## config.mk

```make
export PLATFORM = sky130hd
export DESIGN_NAME = pms_ctrl
export DESIGN_NICKNAME = d
export VERILOG_FILES = /design/src/design/pms_pkg.sv /design/src/design/pms_ctrl.sv
export SDC_FILE = /design/constraint.sdc
export NUM_CORES = 1
export LEC_CHECK = 0
export ABC_AREA = 1
export BUFFER_PORTS_ARGS = -buffer_cell sky130_fd_sc_hd__buf_2
export CORE_AREA = 2 2 39 41
export CTS_BUF_LIST = sky130_fd_sc_hd__clkbuf_16
export DETAILED_ROUTE_END_ITERATION = 7
export DIE_AREA = 0 0 41 43
export GPL_TIMING_DRIVEN = 1
export HOLD_SLACK_MARGIN = 0.12
export SLEW_MARGIN = 15
export SYNTH_ARGS = -nofsm -noshare
export SYNTH_HDL_FRONTEND = slang
export SYNTH_SLANG_ARGS = --single-unit
```

## constraint.sdc

```tcl
create_clock -name clk -period 1 [get_ports clk]
set_input_delay 0.2 -clock clk [delete_from_list [all_inputs] [get_ports clk]]
set_output_delay 0.2 -clock clk [all_outputs]
set_load 0.03 [all_outputs]
```

## src/design/pms_pkg.sv

```systemverilog
// ============================================================================
// pms_pkg
// Shared sizes, codes and types for the Potts Metropolis site update block.
// ============================================================================
package pms_pkg;

  // Lattice geometry (power-of-two sides, site address is {row, col})
  localparam int ROW_W  = 6;
  localparam int COL_W  = 6;
  localparam int ROWS   = 1 << ROW_W;
  localparam int COLS   = 1 << COL_W;
  localparam int ADDR_W = ROW_W + COL_W;
  localparam int DEPTH  = ROWS * COLS;

  // Spin states
  localparam int STATE_W    = 4;
  localparam int MAX_STATE  = 8;
  localparam int INIT_STATE = 3;

  // Acceptance test
  localparam int THR_W  = 17;
  localparam int DRAW_W = 16;
  localparam int NB_MAX = 6;
  localparam int CNT_W  = 3;

  // Configuration port
  localparam int CFG_IDX_W = 3;
  localparam int CFG_W     = 17;
  localparam logic [CFG_IDX_W-1:0] REG_LATTICE_MODE = CFG_IDX_W'(0);
  localparam logic [CFG_IDX_W-1:0] REG_THR_FIRST    = CFG_IDX_W'(1);

  // Lattice mode codes (the unused code behaves as square)
  localparam logic [1:0] MODE_SQUARE = 2'd0;
  localparam logic [1:0] MODE_TRI    = 2'd1;
  localparam logic [1:0] MODE_HEX    = 2'd2;

  // Item commands
  localparam logic CMD_PROPOSE = 1'b0;
  localparam logic CMD_READ    = 1'b1;

  // Read slots: neighbours first, then the site itself
  localparam int SLOT_W = 3;
  typedef logic [SLOT_W-1:0] slot_t;
  localparam slot_t SLOT_N0     = slot_t'(0);
  localparam slot_t SLOT_N1     = slot_t'(1);
  localparam slot_t SLOT_N2     = slot_t'(2);
  localparam slot_t SLOT_N3     = slot_t'(3);
  localparam slot_t SLOT_N4     = slot_t'(4);
  localparam slot_t SLOT_N5     = slot_t'(5);
  localparam slot_t SLOT_CENTRE = slot_t'(NB_MAX);

  // Controller states
  typedef enum logic [2:0] {
    ST_CLEAR,
    ST_IDLE,
    ST_ISSUE,
    ST_LAST,
    ST_DECIDE
  } fsm_state_t;

  // Controller to datapath
  typedef struct packed {
    logic load;    // capture the input transaction
    logic issue;   // issue a grid read for the current slot
    logic finish;  // write back and load the result register
    logic clr_wr;  // clearing pass write
  } ctrl_cmd_t;

  // Datapath to controller
  typedef struct packed {
    logic slot_centre;  // current slot is the site itself
    logic clr_last;     // clearing pass at its final entry
  } dp_stat_t;

endpackage

```

## src/design/pms_ctrl.sv

```systemverilog
// ============================================================================
// pms_ctrl
// Controller: clearing pass, read sequencing, decision and output handshake.
// ============================================================================
module pms_ctrl (
  input  logic                clk,
  input  logic                rst_n,
  input  logic                in_valid,
  output logic                in_ready,
  output logic                out_valid,
  input  logic                out_ready,
  input  pms_pkg::dp_stat_t   stat,
  output pms_pkg::ctrl_cmd_t  cmd
);

  pms_pkg::fsm_state_t state_r, state_nxt;
  logic                out_valid_r, out_valid_nxt;
  logic                out_free;

  assign out_free = !out_valid_r || out_ready;

  // Next state
  always_comb begin
    state_nxt = state_r;
    unique case (state_r)
      pms_pkg::ST_CLEAR:  if (stat.clr_last)    state_nxt = pms_pkg::ST_IDLE;
      pms_pkg::ST_IDLE:   if (in_valid)         state_nxt = pms_pkg::ST_ISSUE;
      pms_pkg::ST_ISSUE:  if (stat.slot_centre) state_nxt = pms_pkg::ST_LAST;
      pms_pkg::ST_LAST:                         state_nxt = pms_pkg::ST_DECIDE;
      pms_pkg::ST_DECIDE: if (out_free)         state_nxt = pms_pkg::ST_IDLE;
      default:                                  state_nxt = pms_pkg::ST_CLEAR;
    endcase
  end

  // Outputs
  always_comb begin
    in_ready   = 1'b0;
    cmd        = '0;
    unique case (state_r)
      pms_pkg::ST_CLEAR:  cmd.clr_wr = 1'b1;
      pms_pkg::ST_IDLE: begin
        in_ready = 1'b1;
        cmd.load = in_valid;
      end
      pms_pkg::ST_ISSUE:  cmd.issue  = 1'b1;
      pms_pkg::ST_LAST:   cmd        = '0;
      pms_pkg::ST_DECIDE: cmd.finish = out_free;
      default:            cmd        = '0;
    endcase
  end

  // Result valid: set on finish, dropped once taken
  always_comb begin
    out_valid_nxt = out_valid_r;
    if (cmd.finish) begin
      out_valid_nxt = 1'b1;
    end else if (out_ready) begin
      out_valid_nxt = 1'b0;
    end
  end

  always_ff @(posedge clk) begin
    if (!rst_n) begin
      state_r     <= pms_pkg::ST_CLEAR;
      out_valid_r <= 1'b0;
    end else begin
      state_r     <= state_nxt;
      out_valid_r <= out_valid_nxt;
    end
  end

  assign out_valid = out_valid_r;

endmodule

```

==> impl_metrics.tcl <==
set metrics [dict create \
    outcome "complete, but fails checks" \
    violations "negative setup slack" \
    htreeDepth 1 \
    die_h_um 43 \
    power_density_mw_per_mm2 3090 \
    netlist_instances 45 \
    stdcell_count 85 \
    leakagePower_nw 0.301 \
    setup_ws_ns -0.264 \
    crit_family "flip-flops" \
    drt-pass1-iter-count 2 \
    grt-ovfl-total 0 \
    crit_arrival_ns 1.06 \
    reg2reg_from "out_valid" \
    crit_buf_inv 2 \
    cts.sinks 4 \
    grt_setup_unrepaired "true" \
    core_mm2 0.00138 \
    critPathCaptureType "primary output" \
    worstPathRequired_ns 0.80 \
    cts_buffers 3 \
    start_util_pct 20.0 \
    die_w_um 41 \
    holdBufCountCts 0 \
    dpl_worst_slack_ns -0.0968 \
    wire_per_inst_um 9.12 \
    fmax_mhz 791 \
    clk_pin_slew_ns 0.03 \
    multi_input_area_um2 205 \
    cts_root_buf "clkbuf_16" \
    final_cell_mix "buf_4 (8), nor2_1 (7), buf_6 (7)" \
    vias 341 \
    first_iter_violations 2 \
    hp-start "rst_n" \
    cts_tree "done" \
    drtAntennaViolNets 0 \
    antenna_found_initial 0 \
    ir_worst_vdd_uv 962 \
    grt_pass1_wl_um 1260 \
    vias_per_cell 4.01 \
    wl_um 775 \
    drcViolationCount 0 \
    yosysTopAreaCellShare_pct 29.0 \
    final_max_slew_viol_count 0 \
    layout-drive-gt1-share_pct 69.6 \
    path_max_fanout 2 \
    clockBufferDepth 2 \
    seqCellArea_um2 95.1 \
    hold_viol_final 0 \
    yosys_warnings 0 \
    cp-start-kind "flop" \
    dieArea_mm2 0.00176 \
    grt_pass1_vias 353 \
    fin_crit_sh_pct 126 \
    p_total_mw 1.88 \
    nFillCells 139 \
    port_buffers 11 \
    syn_area_per_cell_um2 6.14 \
    final.setup_skew_ns 0.00442 \
    ff2ff_setup_slack_ns -0.16 \
    rows 14 \
    worst_r2r_path_depth 10 \
    setup_viol 8 \
    layout_commonest_cell "buf_4" \
    dp.cells 77 \
    critPathLaunch "out_valid" \
    gp_congestion 0.668 \
    cp_cell_sequence "inv_2, nor2_4, nor4_4, buf_6" \
    grt_max_degree 6 \
    ys_types 14 \
    min_period_ns 1.26 \
    cpMaxStageDelayCell "dfxtp_4" \
    nets 76 \
    syn_area_um2 277 \
    hold_path_class "primary input to flop" \
    synth_top_area_cell "dfxtp_1" \
    area_delta_synth_final_pct 120 \
    post-route-util_pct 43.9 \
    io_pins 12 \
    worst_pin_slew_ns 0.244 \
    grtUsageTotal_pct 10.7 \
    final.setup.tns_ns -1.57 \
    ys_seq_elements 4 \
    hold_path_end "state_r[1]" \
    slowest_delay_ns 0.33 \
    drv_cap 0 \
    ys_seq_area_share_pct 29.0 \
    cp.depth 4 \
    hpwl_um 493 \
    synth_nets 51 \
    synth_area_leaders "dfxtp_1 (29%), nor2_1 (14%), nand2_1 (12%)" \
    diodes 0 \
    r2r-end "state_r[0]" \
    clk_latency_ns 0.22 \
    hold_depth 3 \
    path_class "flop to primary output" \
    maxSlewHeadroom_pct 83.6 \
]
-- cell families (layout without fill, tap and decap cells) --
family	after synthesis	in the layout	synth area share [%]
AND/OR/NAND/NOR	29	29	52.9
AO/OA/AOI/OAI	1	1	1.81
flip-flops	4	4	29.0
buffers and inverters	11	35	16.3
-- stage by stage --
step | instance area (µm²) | hold slack (ns)
2_1_floorplan | 312 | 0.311
3_3_place_gp | 424 | 0.449
3_5_place_dp | 424 | 0.449
4_1_cts | 574 | 0.214
5_1_grt | 608 | 0.243
6_report | 608 | 0.220
-- where the power goes --
part / switching [mW] / internal [mW] / leakage [nW]
clock: 0.115 / 0.516 / 0.0423
sequential: 0.0863 / 0.219 / 0.0356
combinational: 0.513 / 0.431 / 0.224
-- tightest hold or removal path, delay by kind of cell --
family	cells	cell delay [ns]
buf+inv	1	0.11
simple gates	2	0.09
-- cells in the mapped netlist --
library cell / count
buf_4: 1
nand3b_1: 1
nand3_1: 3
nor3_1: 1
inv_2: 4
a21oi_1: 1
dfxtp_1: 4
nor2_1: 10
nand2_1: 9
nor2_2: 1
inv_1: 6
nor4_2: 1
nor2_4: 2
nand2_2: 1
-- what timing repair did --
item,CTS,global route
gates resized for setup,14,7
buffers inserted,3,1
setup endpoints to repair,8,9
pin swaps,6,2
-- routing by layer --
metal,vias to the layer above,global-route usage (%),share of wire (%)
met5,-,0,0
met1,153,10.9,39
li1,181,-,-
met4,0,4.00,0
met2,7,17.2,54
met3,0,6.28,6.1
-- state kept, by name (all words and copies together), names as in the netlist --
name,flops
state_r,3
out_valid,1
-- area by class of cell --
class	instances	share of cell area, %
Inverter	10	6.58
Multi-Input combinational cell	30	33.7
Timing Repair Buffer	21	27.8
Clock buffer	3	12.3
Clock inverter	1	0.617
Sequential cell	4	15.6
Tap cell	16	3.29
-- worst max-delay path by stage --
stage               endpoint  slack (ns)
floorplan             cmd[1]       -0.04
global placement      cmd[1]       -0.11
detailed placement    cmd[1]        -0.1
CTS                   cmd[1]       -0.27
global route          cmd[1]       -0.32
finish                cmd[1]       -0.26
(Power assumes the default switching activity.)
